$ cat src/rtl/tct_pkg.sv
// shared types, constants and helpers for the threshold contour tracer
`default_nettype none
package tct_pkg;

    localparam int DEF_MAX_WIDTH  = 64;
    localparam int DEF_MAX_HEIGHT = 64;
    localparam int CW = 8;              // signed neighbor coordinate width
    localparam int DIM_W = 7;           // width of the size registers

    localparam logic [1:0] REG_LEVEL  = 2'd0;
    localparam logic [1:0] REG_ABOVE  = 2'd1;
    localparam logic [1:0] REG_WIDTH  = 2'd2;
    localparam logic [1:0] REG_HEIGHT = 2'd3;

    localparam logic [2:0] DIR_START = 3'd6;
    localparam logic [2:0] DIR_LEFT  = 3'd7;
    localparam logic [2:0] DIR_BACK  = 3'd6;
    localparam logic [2:0] DIR_TURN  = 3'd2;

    typedef enum logic [3:0] {
        S_IDLE, S_DIV, S_LRD, S_LWR, S_CLR, S_SRD, S_SLD, S_STST,
        S_MRD, S_MWR, S_TISS, S_TCHK, S_TEND, S_ORD, S_OSET, S_OWAIT
    } t_state;

    typedef struct packed {
        logic signed [CW-1:0] nx;
        logic signed [CW-1:0] ny;
        logic                 inb;
    } t_nbr;

    typedef struct packed {
        logic busy;
        logic done;
    } t_div_stat;

    function automatic logic signed [1:0] step_dx(input logic [2:0] d);
        logic signed [1:0] v;
        case (d) inside
            3'd0, 3'd1, 3'd7: v = 2'sd1;
            3'd2, 3'd6:       v = 2'sd0;
            default:          v = -2'sd1;
        endcase
        return v;
    endfunction

    function automatic logic signed [1:0] step_dy(input logic [2:0] d);
        logic signed [1:0] v;
        case (d) inside
            [3'd1:3'd3]: v = -2'sd1;
            3'd0, 3'd4:  v = 2'sd0;
            default:     v = 2'sd1;
        endcase
        return v;
    endfunction

    // zero reads as one, anything above the maximum as the maximum
    function automatic logic [DIM_W-1:0] eff_dim(input logic [DIM_W-1:0] v,
                                                 input logic [DIM_W-1:0] mx);
        logic [DIM_W-1:0] r;
        if (v == '0) r = DIM_W'(1);
        else if (v > mx) r = mx;
        else r = v;
        return r;
    endfunction

endpackage
`default_nettype wire

$ cat src/rtl/tct_nbr.sv
// neighbor coordinate and border test for one trace direction
`default_nettype none
module tct_nbr
    import tct_pkg::*;
#(
    parameter int XW = 6,
    parameter int YW = 6
) (
    input  wire  [XW-1:0]    i_cx,
    input  wire  [YW-1:0]    i_cy,
    input  wire  [2:0]       i_dir,
    input  wire  [DIM_W-1:0] i_w,
    input  wire  [DIM_W-1:0] i_h,
    output t_nbr             o_nbr
);
    logic signed [CW-1:0] w_nx;
    logic signed [CW-1:0] w_ny;

    assign w_nx = $signed(CW'(i_cx)) + CW'(step_dx(i_dir));
    assign w_ny = $signed(CW'(i_cy)) + CW'(step_dy(i_dir));

    always_comb begin
        o_nbr.nx  = w_nx;
        o_nbr.ny  = w_ny;
        o_nbr.inb = !w_nx[CW-1] && !w_ny[CW-1] &&
                    ($unsigned(w_nx) < CW'(i_w)) && ($unsigned(w_ny) < CW'(i_h));
    end
endmodule
`default_nettype wire

$ cat config.mk
export PLATFORM = sky130hd
export DESIGN_NAME = tct_nbr
export DESIGN_NICKNAME = d
export VERILOG_FILES = /design/src/rtl/tct_pkg.sv /design/src/rtl/tct_nbr.sv
export SDC_FILE = /design/constraint.sdc
export NUM_CORES = 1
export LEC_CHECK = 0
export BUFFER_PORTS_ARGS = -buffer_cell sky130_fd_sc_hd__buf_2
export CAP_MARGIN = 40
export CORE_MARGIN = 4
export CORE_UTILIZATION = 45
export DETAILED_ROUTE_END_ITERATION = 12
export GPL_ROUTABILITY_DRIVEN = 0
export PLACE_DENSITY = 0.81
export SLEW_MARGIN = 20
export SYNTH_ARGS = -nofsm -noshare
export SYNTH_HDL_FRONTEND = slang
export SYNTH_SLANG_ARGS = --single-unit
$ cat constraint.sdc
create_clock -name vclk -period 4.3
set_input_delay 0.43 -clock vclk [all_inputs]
set_output_delay 0.43 -clock vclk [all_outputs]
set_load 0.01 [all_outputs]
# ---- Word-level counts from Yosys, hierarchy flattened
# Cells that the tools add are included.
dict set report word_totals {
  register_bits 0
  latch_bits 0
  mem_bits_rw 0
  rom_bits 0
  input_bits 29
  output_inout_bits 17
  elab_cells 25
  n_memories 0
}
dict set report classes {
  addsub 2
  n_mul 0
  n_div 0
  order_cmp 4
  n_eq_ne 5
  shifts 0
  mux 4
  bitwise_logic 0
  reduce_logical 10
}
# operator count
set op_table {}
lappend op_table {{adder 7 x 2 -> 8 bit} 2}
lappend op_table {{< comparator 8 x 7 -> 1 bit} 2}
lappend op_table {{== test 3 bit, second input constant} 3}
lappend op_table {{2-to-1 mux 2 bit} 3}
lappend op_table {{logical AND 1 bit} 4}
lappend op_table {{OR reduction 2 bit} 2}
lappend op_table {{== test 3 x 1 -> 1 bit, second input constant} 1}
lappend op_table {{== test 3 x 2 -> 1 bit, second input constant} 1}
lappend op_table {{greater-or-equal comparator 3 x 1 -> 1 bit, second input constant} 1}
lappend op_table {{<= comparator 3 x 2 -> 1 bit, second input constant} 1}
lappend op_table {{zero test 3 bit} 1}
lappend op_table {{OR reduction 3 bit} 1}
lappend op_table {{zero test 1 bit} 2}
lappend op_table {{2-to-1 mux 1 bit} 1}

# ---- Depth between registers and ports, before layout
dict set report depth {
  ltp_word 9
  depth_mapped 12
  mapped_depth_nobuf 12
}

# ---- Least setup slack after synthesis
# Ideal clock, no wire load.
dict set report synth_timing {
  path_type {input -> output}
  from {in i_dir[2]}
  to {out o_nbr[0] (netlist name)}
  arrival_time_ps 3335
  t_required_ps 3870
  path_slack_ps 535
  path_stages 10
  path_buffers 0
  path_cell_list {mux2i_1 > ha_1 > a21o_1 > a21oi_1 > o21ba_2 > o21ai_0 > xor2_1 > ha_1 > or4_1 > a2111oi_2}
}
# element line_no
set synth_lines {}
lappend synth_lines {{start: declaration} tct_nbr.sv:11} ;# input wire [2:0] i_dir,
lappend synth_lines {{end: declaration} tct_nbr.sv:14} ;# output t_nbr o_nbr

==> out/metrics.cfg <==
[setup_path]
path_class = in -> out
path_cells = buf_2 > or2b_1 > ha_1 > fa_1 > a21o_1 > a21oi_1 > o21ba_2 > o21ai_0 > xor2_1 > ha_1 > or4_1 > a2111oi_2 > buf_2
cp-end-kind = output port
crit_family = compound AO/OA/AOI/OAI gates
critical_path_arrival_ns = 3.47
crit_path_max_incr_delay_ns = 0.54
crit_fanout = 5
cp_slowest_cell = or4_1
critPathLaunchType = input pin
cp_num_buf_inv = 2
required_ns = 3.87
critPathLaunch = i_dir[1]

[layout]
drive_gt1_share_pct = 35.33
multi_input_area_um2 = 726.9
nFlopsAndLatches = 0
n_clock_buffer = 0
final_nets = 203
final_common_cell = buf_2
diodes = 0
area_growth_pct = 32.91
fillerInstances = 136
mostFrequentLayoutCells = 46 x buf_2, 21 x ha_1, 15 x inv_1
regArea_um2 = 0

[power_and_ir_drop]
pwr_density_cell_nw_per_um2 = 167.6
p_total_w = 0.0001745
p_switching_w = 0.00009172
max-vdd-ir-drop_mv = 0.07230
leakagePower_nw = 0.6185
seq_power_share_pct = 0
combPwrFrac_pct = 100.0
clockPowerShare_pct = 0
p_sw_share_pct = 52.57
p_int_w = 0.00008274

[grt]
grt_max_degree = 11
grt.total_usage_pct = 15.37
antenna_found_initial = 0
grt_pass1_vias = 793
grt_pass1_wl_um = 3201
grt_overflow = 0

[sta]
post-route-min-period_ns = 3.897
fin_setup_tns_ns = 0
relSlewSlack_pct = 74.67
slew_viol_final = 0
tightest_slew_ns = 0.3694
finalCritPeriodShare_pct = 90.62
final_hold_viol_count = 0
rsz0062_at_grt = no
fmaxAchievable_mhz = 256.6
setup_viol = 0

[drt]
vias_per_cell = 5.199
drc = 0
post_drt_wl_per_cell_um = 11.23
drt_iter0_drc = 3
dr.pass1.iters = 4
vias = 863
wirelength_um = 1864
ant_nets = 0

[yosys]
synthCells = 103
synth-seq-area-share_pct = 0
synth_nets = 154
synth_compound_area_share_pct = 23.80
yosys.area_share.simple_pct = 19.33
synth-xor-area-share_pct = 12.30
yosys_warnings = 0
synth_top_family_by_area = adder cells
synthMuxAreaShare_pct = 1.278
synth_cell_type_count = 31
syn_avg_cell_area_um2 = 7.604
synthAdderAreaFrac_pct = 36.10
syn_area_um2 = 783.3

[worst_hold_path]
min_from = i_cy[5]
hp-class = in -> out

[floorplan]
fp-row-count = 14
start_util_pct = 49.68
core_um2 = 1577
die-area_um2 = 2472
dieHeight_um = 49.72
die_w_um = 49.72
ioPinCount = 46

[status]
status = completed

[place]
port_buffers = 46
hpwl_um = 1770

[clocking]
cts_resized = 0
post_cts_buffers = 0
cts_hold_buf = 0

[job]
drv_cap = 0

power groups by stage:
stage / clock network, W / registers, W / logic (W)
after CTS: 0 / 0 / 0.000177
after detailed placement: 0 / 0 / 0.000176
after global placement: 0 / 0 / 0.000170
final: 0 / 0 / 0.000174
after floorplan: 0 / 0 / 0.000115
after global routing: 0 / 0 / 0.000198
routing by layer:
metal  vias up  share of wire, %  GRT usage [%]
met1       373                42          17.99
met4         0              0.54         0.9217
met2        24                53          31.06
li1        464                 -              -
met5         -                 0              0
met3         2               4.7         0.9036
cell families after synthesis:
group | count (synthesis)
AOI/OAI and AO/OA | 25
muxes | 1
adders and majority gates | 22
buffers and inverters | 15
and+or+nand+nor | 29
xor gates and xnor gates | 11
cell usage after synthesis (all sizes together):
| master | n | share of area (%) |
|---|---|---|
| mux2i | 1 | 1.3 |
| o2111ai | 1 | 1.1 |
| nor2 | 8 | 3.8 |
| nor3 | 4 | 2.6 |
| fa | 1 | 2.6 |
| a211oi | 2 | 1.9 |
| or2 | 1 | 0.80 |
| nor2b | 1 | 0.80 |
| ha | 21 | 34 |
| or4 | 2 | 2.4 |
| a31oi | 1 | 0.80 |
| o21a | 1 | 0.96 |
| xor2 | 4 | 4.5 |
| o21bai | 1 | 2.4 |
| nand4 | 1 | 0.80 |
| nand3 | 1 | 0.64 |
| nor4 | 1 | 1.6 |
| a21o | 5 | 4.8 |
| xnor2 | 7 | 7.8 |
| o41ai | 1 | 1.1 |
| o21ba | 1 | 1.3 |
| nand2 | 7 | 3.4 |
| o221ai | 1 | 1.1 |
| nand2b | 2 | 1.6 |
| o21ai | 5 | 3.2 |
| a21oi | 5 | 3.2 |
| inv | 15 | 7.2 |
| or2b | 1 | 0.96 |
| a2111oi | 1 | 1.9 |
metrics by stage:
| stage | hold WS, ns | area, um2 | worst slack [ns] | cells | utilization, % |
|---|---|---|---|---|---|
| after global placement | 1.171 | 1041 | 0.4972 | 166 | 66.03 |
| after global routing | 1.211 | 1041 | 0.2277 | 166 | 66.03 |
| after CTS | 1.178 | 1041 | 0.4130 | 166 | 66.03 |
| after floorplan | 0.8965 | 783.3 | 0.5351 | 103 | - |
| final | 1.172 | 1041 | 0.4035 | 166 | 66.03 |
| after detailed placement | 1.177 | 1041 | 0.4147 | 166 | 66.03 |
path summary, 6_finish.rpt:
| path | to | slack (ns) | depth (start not counted) |
|---|---|---|---|
| worst min-delay path | o_nbr[8] | 1.17 | 3 |
| worst max-delay path | o_nbr[0] | 0.40 | 13 |
area by class of cell:
class / instances / share of cell area [%]
Multi-Input combinational cell: 88 / 69.83
Timing Repair Buffer: 47 / 22.84
Inverter: 15 / 5.409
Tap cell: 16 / 1.923
No activity file was read; power rests on OpenSTA's default activity.
