$ cat config.mk
export PLATFORM = sky130hd
export DESIGN_NAME = tct_div
export DESIGN_NICKNAME = d
export VERILOG_FILES = /design/src/rtl/tct_pkg.sv /design/src/rtl/tct_div.sv
export SDC_FILE = /design/constraint.sdc
export NUM_CORES = 1
export LEC_CHECK = 0
export BUFFER_PORTS_ARGS = -buffer_cell sky130_fd_sc_hd__buf_2
export CAP_MARGIN = 20
export CORE_ASPECT_RATIO = 0.6
export CORE_MARGIN = 3
export CORE_UTILIZATION = 58
export CTS_BUF_LIST = sky130_fd_sc_hd__clkbuf_4 sky130_fd_sc_hd__clkbuf_8
export DETAILED_ROUTE_END_ITERATION = 16
export PLACE_DENSITY = 0.84
export SYNTH_ARGS = -nofsm -noshare
export SYNTH_HDL_FRONTEND = slang
export SYNTH_SLANG_ARGS = --single-unit
export TNS_END_PERCENT = 10
$ cat constraint.sdc
create_clock -name i_clk -period 4.8 [get_ports i_clk]
set_input_delay 1.44 -clock i_clk [delete_from_list [all_inputs] [get_ports i_clk]]
set_output_delay 1.44 -clock i_clk [all_outputs]
set_load 0.05 [all_outputs]
$ cat src/rtl/tct_pkg.sv
// shared types, constants and helpers for the threshold contour tracer
`default_nettype none
package tct_pkg;

    localparam int DEF_MAX_WIDTH  = 64;
    localparam int DEF_MAX_HEIGHT = 64;
    localparam int CW = 8;              // signed neighbor coordinate width
    localparam int DIM_W = 7;           // width of the size registers

    localparam logic [1:0] REG_LEVEL  = 2'd0;
    localparam logic [1:0] REG_ABOVE  = 2'd1;
    localparam logic [1:0] REG_WIDTH  = 2'd2;
    localparam logic [1:0] REG_HEIGHT = 2'd3;

    localparam logic [2:0] DIR_START = 3'd6;
    localparam logic [2:0] DIR_LEFT  = 3'd7;
    localparam logic [2:0] DIR_BACK  = 3'd6;
    localparam logic [2:0] DIR_TURN  = 3'd2;

    typedef enum logic [3:0] {
        S_IDLE, S_DIV, S_LRD, S_LWR, S_CLR, S_SRD, S_SLD, S_STST,
        S_MRD, S_MWR, S_TISS, S_TCHK, S_TEND, S_ORD, S_OSET, S_OWAIT
    } t_state;

    typedef struct packed {
        logic signed [CW-1:0] nx;
        logic signed [CW-1:0] ny;
        logic                 inb;
    } t_nbr;

    typedef struct packed {
        logic busy;
        logic done;
    } t_div_stat;

    function automatic logic signed [1:0] step_dx(input logic [2:0] d);
        logic signed [1:0] v;
        case (d) inside
            3'd0, 3'd1, 3'd7: v = 2'sd1;
            3'd2, 3'd6:       v = 2'sd0;
            default:          v = -2'sd1;
        endcase
        return v;
    endfunction

    function automatic logic signed [1:0] step_dy(input logic [2:0] d);
        logic signed [1:0] v;
        case (d) inside
            [3'd1:3'd3]: v = -2'sd1;
            3'd0, 3'd4:  v = 2'sd0;
            default:     v = 2'sd1;
        endcase
        return v;
    endfunction

    // zero reads as one, anything above the maximum as the maximum
    function automatic logic [DIM_W-1:0] eff_dim(input logic [DIM_W-1:0] v,
                                                 input logic [DIM_W-1:0] mx);
        logic [DIM_W-1:0] r;
        if (v == '0) r = DIM_W'(1);
        else if (v > mx) r = mx;
        else r = v;
        return r;
    endfunction

endpackage
`default_nettype wire

$ cat src/rtl/tct_div.sv
// restoring divider, one quotient bit per cycle, splits a load position into row and column
`default_nettype none
module tct_div
    import tct_pkg::*;
#(
    parameter int NW = 13,
    parameter int DW = 7
) (
    input  wire           i_clk,
    input  wire           i_rst_n,
    input  wire           i_start,
    input  wire  [NW-1:0] i_num,
    input  wire  [DW-1:0] i_den,
    output t_div_stat     o_stat,
    output logic [NW-1:0] o_quo,
    output logic [DW-1:0] o_rem
);
    localparam int CNTW = $clog2(NW + 1);

    logic [CNTW-1:0] r_cnt;
    logic            r_busy;
    logic            r_done;
    logic [NW-1:0]   r_num;
    logic [DW-1:0]   r_den;
    logic [DW-1:0]   r_rem;
    logic [NW-1:0]   r_quo;
    logic [DW:0]     w_trial;
    logic            w_ge;

    assign w_trial = {r_rem, r_num[NW-1]};
    assign w_ge    = w_trial >= {1'b0, r_den};

    always_ff @(posedge i_clk) begin
        if (!i_rst_n) begin
            r_busy <= 1'b0;
            r_done <= 1'b0;
            r_cnt  <= '0;
        end else begin
            r_done <= 1'b0;
            if (i_start) begin
                r_busy <= 1'b1;
                r_cnt  <= '0;
                r_num  <= i_num;
                r_den  <= i_den;
                r_rem  <= '0;
                r_quo  <= '0;
            end else if (r_busy) begin
                r_num <= {r_num[NW-2:0], 1'b0};
                r_quo <= {r_quo[NW-2:0], w_ge};
                r_rem <= w_ge ? DW'(w_trial - {1'b0, r_den}) : DW'(w_trial);
                r_cnt <= r_cnt + CNTW'(1);
                if (r_cnt == CNTW'(NW - 1)) begin
                    r_busy <= 1'b0;
                    r_done <= 1'b1;
                end
            end
        end
    end

    assign o_stat.busy = r_busy;
    assign o_stat.done = r_done;
    assign o_quo = r_quo;
    assign o_rem = r_rem;
endmodule
`default_nettype wire

======== Yosys cells after proc, flatten, opt, wreduce, memory -nomap -nowiden ========
Cells that the tools add are included.
storage, ports and cells
  logic and storage cells ................. 27
  bits of input ports ..................... 23
  bits in registers ....................... 46
  output and inout port bits .............. 22
cells by class
  order comparisons ....................... 1
  eq/ne operators ......................... 1
  mux-type cells .......................... 9
  reductions and logical operators ........ 5
  bitwise gates (word level) .............. 2
  $add $sub $neg .......................... 2
operators by type and width
  operator             number
  $mux 13              3
  $mux 7               2
  $ge 8x7->1           1
  $sub 7x7->7          1
  $add 4x1->4 const B  1
  $eq 4x4->1 const B   1
  $mux 1               4
  $reduce_and 2->1     2
  $reduce_or 3->1      1
  $not 1->1            2
  $reduce_bool 2->1    1
  $reduce_or 2->1      1

======== Longest topological paths before layout ========
  word-level depth ........................ 4
  depth in mapped cells ................... 8
  mapped depth without buffers ............ 8

======== Worst setup path before layout ========
Ideal clock, no wire load.
  kind .................................... input -> register
  start point ............................. in i_start
  end point ............................... reg r_quo[0] (netlist: o_quo[0]) (enable)
  path slack .............................. 1963 ps
  stages on the path ...................... 2
  path buffers ............................ 1
  setup time .............................. 393 ps
  arrival time ............................ 2444 ps
  required time ........................... 4407 ps
  path through ............................ buf_2 o21a_1
between the ends
  cells in the longest elaborated chain, start to end .. 2
ends and longest elaborated chain
  what                                RTL line       RTL
  from (decl)                         tct_div.sv:11  input wire i_start,
  $reduce_bool 2->1 (no source line)  --
  $reduce_and 2->1 (no source line)   --
  to (signal assigned)                tct_div.sv:49  r_quo <= {r_quo[NW-2:0], w_ge};
  to (decl)                           tct_div.sv:26  logic [NW-1:0] r_quo;
No other way between the ends.
A chain may end at the register's enable or synchronous reset.

======== Worst setup path after layout ========
  start point ............................. in i_start
  end point ............................... reg r_num[5] (enable)
between the ends
  cells in the longest elaborated chain, start to end .. 2
ends and longest elaborated chain
  what                                RTL line       RTL
  $reduce_bool 2->1 (no source line)  --
  $reduce_and 2->1 (no source line)   --
  to (signal assigned)                tct_div.sv:43  r_num <= i_num;
  to (signal assigned)                tct_div.sv:48  r_num <= {r_num[NW-2:0], 1'b0};
  to (decl)                           tct_div.sv:23  logic [NW-1:0] r_num;
No other way between the ends.

==> flow_metrics.tcl <==
set metrics [dict create \
    yosysMostFrequentCell "edfxtp_1" \
    synth_edf_count 40 \
    gr-total-overflow 0 \
    syn_inst 174 \
    port-buffer-count 44 \
    finalHoldViolCount 0 \
    dpl-instance-area_mm2 0.00247 \
    postLayoutCellArea_mm2 0.00259 \
    critPathLaunchType "primary input" \
    ys_ff_latch 46 \
    synth_common_cells "edfxtp_1 (40), nor2b_1 (13), inv_1 (12)" \
    wirelength_mm 4.49 \
    dr.pass1.iters 4 \
    synth.net_count 207 \
    start_util 0.644 \
    layout_min_cycle_time_ns 3.02 \
    syn-cell-area_mm2 0.00223 \
    period_share 0.630 \
    vias_per_cell 5.69 \
    fin_cells 264 \
    crit_arrival_ns 3.00 \
    gp_congestion 0.804 \
    hpwl_mm 3.28 \
    cts_tree "yes" \
    synth_async_sr_flop_share 0 \
    clock_latency_ns 0.29 \
    hold_class "reg2reg" \
    antenna_cells 0 \
    clock.fmax_mhz 331 \
    die_h_um 54.0 \
    synth_area_per_cell_um2 12.8 \
    crit_type "in2reg" \
    placementRows 16 \
    yosysSeqAreaShare 0.592 \
    finalPower_w 0.000980 \
    power_density_mw_per_mm2 379 \
    die_area_mm2 0.00465 \
    h-tree-depth 2 \
    cts_made_buffers 5 \
    drtAntennaViolNets 0 \
    relSlewSlack 0.540 \
    cts_resized 0 \
    vias 1502 \
    drive_gt1_frac 0.311 \
    cts_sinks 46 \
    grt_max_degree 38 \
    die_w_um 86.1 \
    antenna_found_initial 0 \
    synth_flop_cell "edfxtp_1" \
    synth_top_area_cell "edfxtp_1" \
    area_delta_synth_final_pct 15.9 \
    wire_per_inst_um 17.0 \
    first_iter_violations 131 \
    fin_skew_ns 0.00485 \
    dp.cells 256 \
    ys_types 44 \
    fin_tns_setup_ns 0 \
    max-vdd-ir-drop_uv 202 \
    endpoint_kind "flip-flop" \
    setup_viol_count_final 0 \
    grt_pass1_vias 1481 \
    core_area_mm2 0.00346 \
    fin_nets 251 \
    cts_buffer_depth 2 \
    post_cts_buffers 0 \
    grt_pass1_wl_mm 7.20 \
    root_buffer "clkbuf_8" \
    cts-hold-fix-buffers 0 \
    critPathMaxFanout 37 \
    synthTopCellsByArea "edfxtp_1 (54%), dfxtp_1 (5.4%), ha_1 (5.0%), nor2b_1 (3.6%), mux2_2 (3.5%)" \
    synth_top_area_frac 0.538 \
    cp.required_ns 4.78 \
    clkTransAtPathRegs_ns 0.08 \
    grt_usage 0.210 \
    leakagePower_nw 1.05 \
    io_pins 45 \
    tightestPinTransition_ns 0.690 \
    rsz0062_at_grt "no" \
    maxSlewViolCount 0 \
    status "complete, no violations" \
    ys_warn_count 0 \
    drc 0 \
    drv_cap 0 \
]
==> critical path: stages <==
cell    delay [ns]
buf_2         0.52
o21a_1        0.64
buf_4         0.38
==> state kept, by name (all words and copies together) (netlist names) <==
name,cells
o_quo,13
r_num,13
o_rem,7
r_cnt,4
r_busy,1
r_done,1
r_den,7
==> layout by cell type (no fill, tap or decap), drive strengths merged, types with 5 or more instances in the layout <==
cell type,synthesis,routed
a21oi,9,9
buf,6,45
clkbuf,2,7
dfxtp,6,6
edfxtp,40,40
ha,9,9
inv,13,13
mux2,12,12
nand2,5,5
nand3,5,5
nor2,11,11
nor2b,13,13
o21ai,5,5
==> cells by family (layout without fill, tap and decap cells) <==
kind of cell | Yosys count | in the layout | share of synthesized area
mux | 15 | 15 | 0.0740
fa+ha+maj | 10 | 10 | 0.0595
xor+xnor | 5 | 5 | 0.0196
simple gates | 50 | 50 | 0.126
compound gates | 27 | 27 | 0.0881
flops | 46 | 46 | 0.592
buf+inv | 21 | 66 | 0.0409
==> worst paths after layout <==
kind	start	end	slack, ns	cells past startpoint
max	i_start	r_num[5]	1.78	3
min	r_cnt[3]	r_cnt[3]	0.52	2
max reg2reg	r_num[12]	o_rem[1]	2.48	8
min reg2reg	r_cnt[3]	r_cnt[3]	0.52	2
==> per-stage QoR <==
stage | util | hold WS, ns | setup slack (ns)
2_1_floorplan | - | 0.471 | 1.96
3_3_place_gp | 0.714 | 0.494 | 1.55
3_5_place_dp | 0.714 | 0.501 | 1.49
4_1_cts | 0.747 | 0.519 | 1.78
5_1_grt | 0.747 | 0.566 | 1.66
6_report | 0.747 | 0.520 | 1.78
==> area by class of cell <==
| class | instances | area, um^2 |
|---|---|---|
| clock buffer | 7 | 83.8 |
| multi-input combinational | 107 | 818 |
| inverter | 13 | 48.8 |
| timing repair buffer | 45 | 228 |
| clock inverter | 1 | 30.0 |
| fill | 227 | 877 |
| tap | 45 | 56.3 |
| sequential | 46 | 1320 |
==> routing by layer <==
layer,vias to the layer above,GRT usage,part of all wire
li1,716,-,-
met1,723,0.279,0.43
met2,59,0.354,0.49
met3,4,0.0596,0.074
met4,0,0.0395,0.0053
met5,-,0,0
==> power by group <==
group	internal (W)	total [W]	switching, W
sequential	0.000467	0.000481	0.0000142
clock	0.000167	0.000290	0.000123
combinational	0.0000719	0.000209	0.000137
Power figures use the tool's default switching activity.
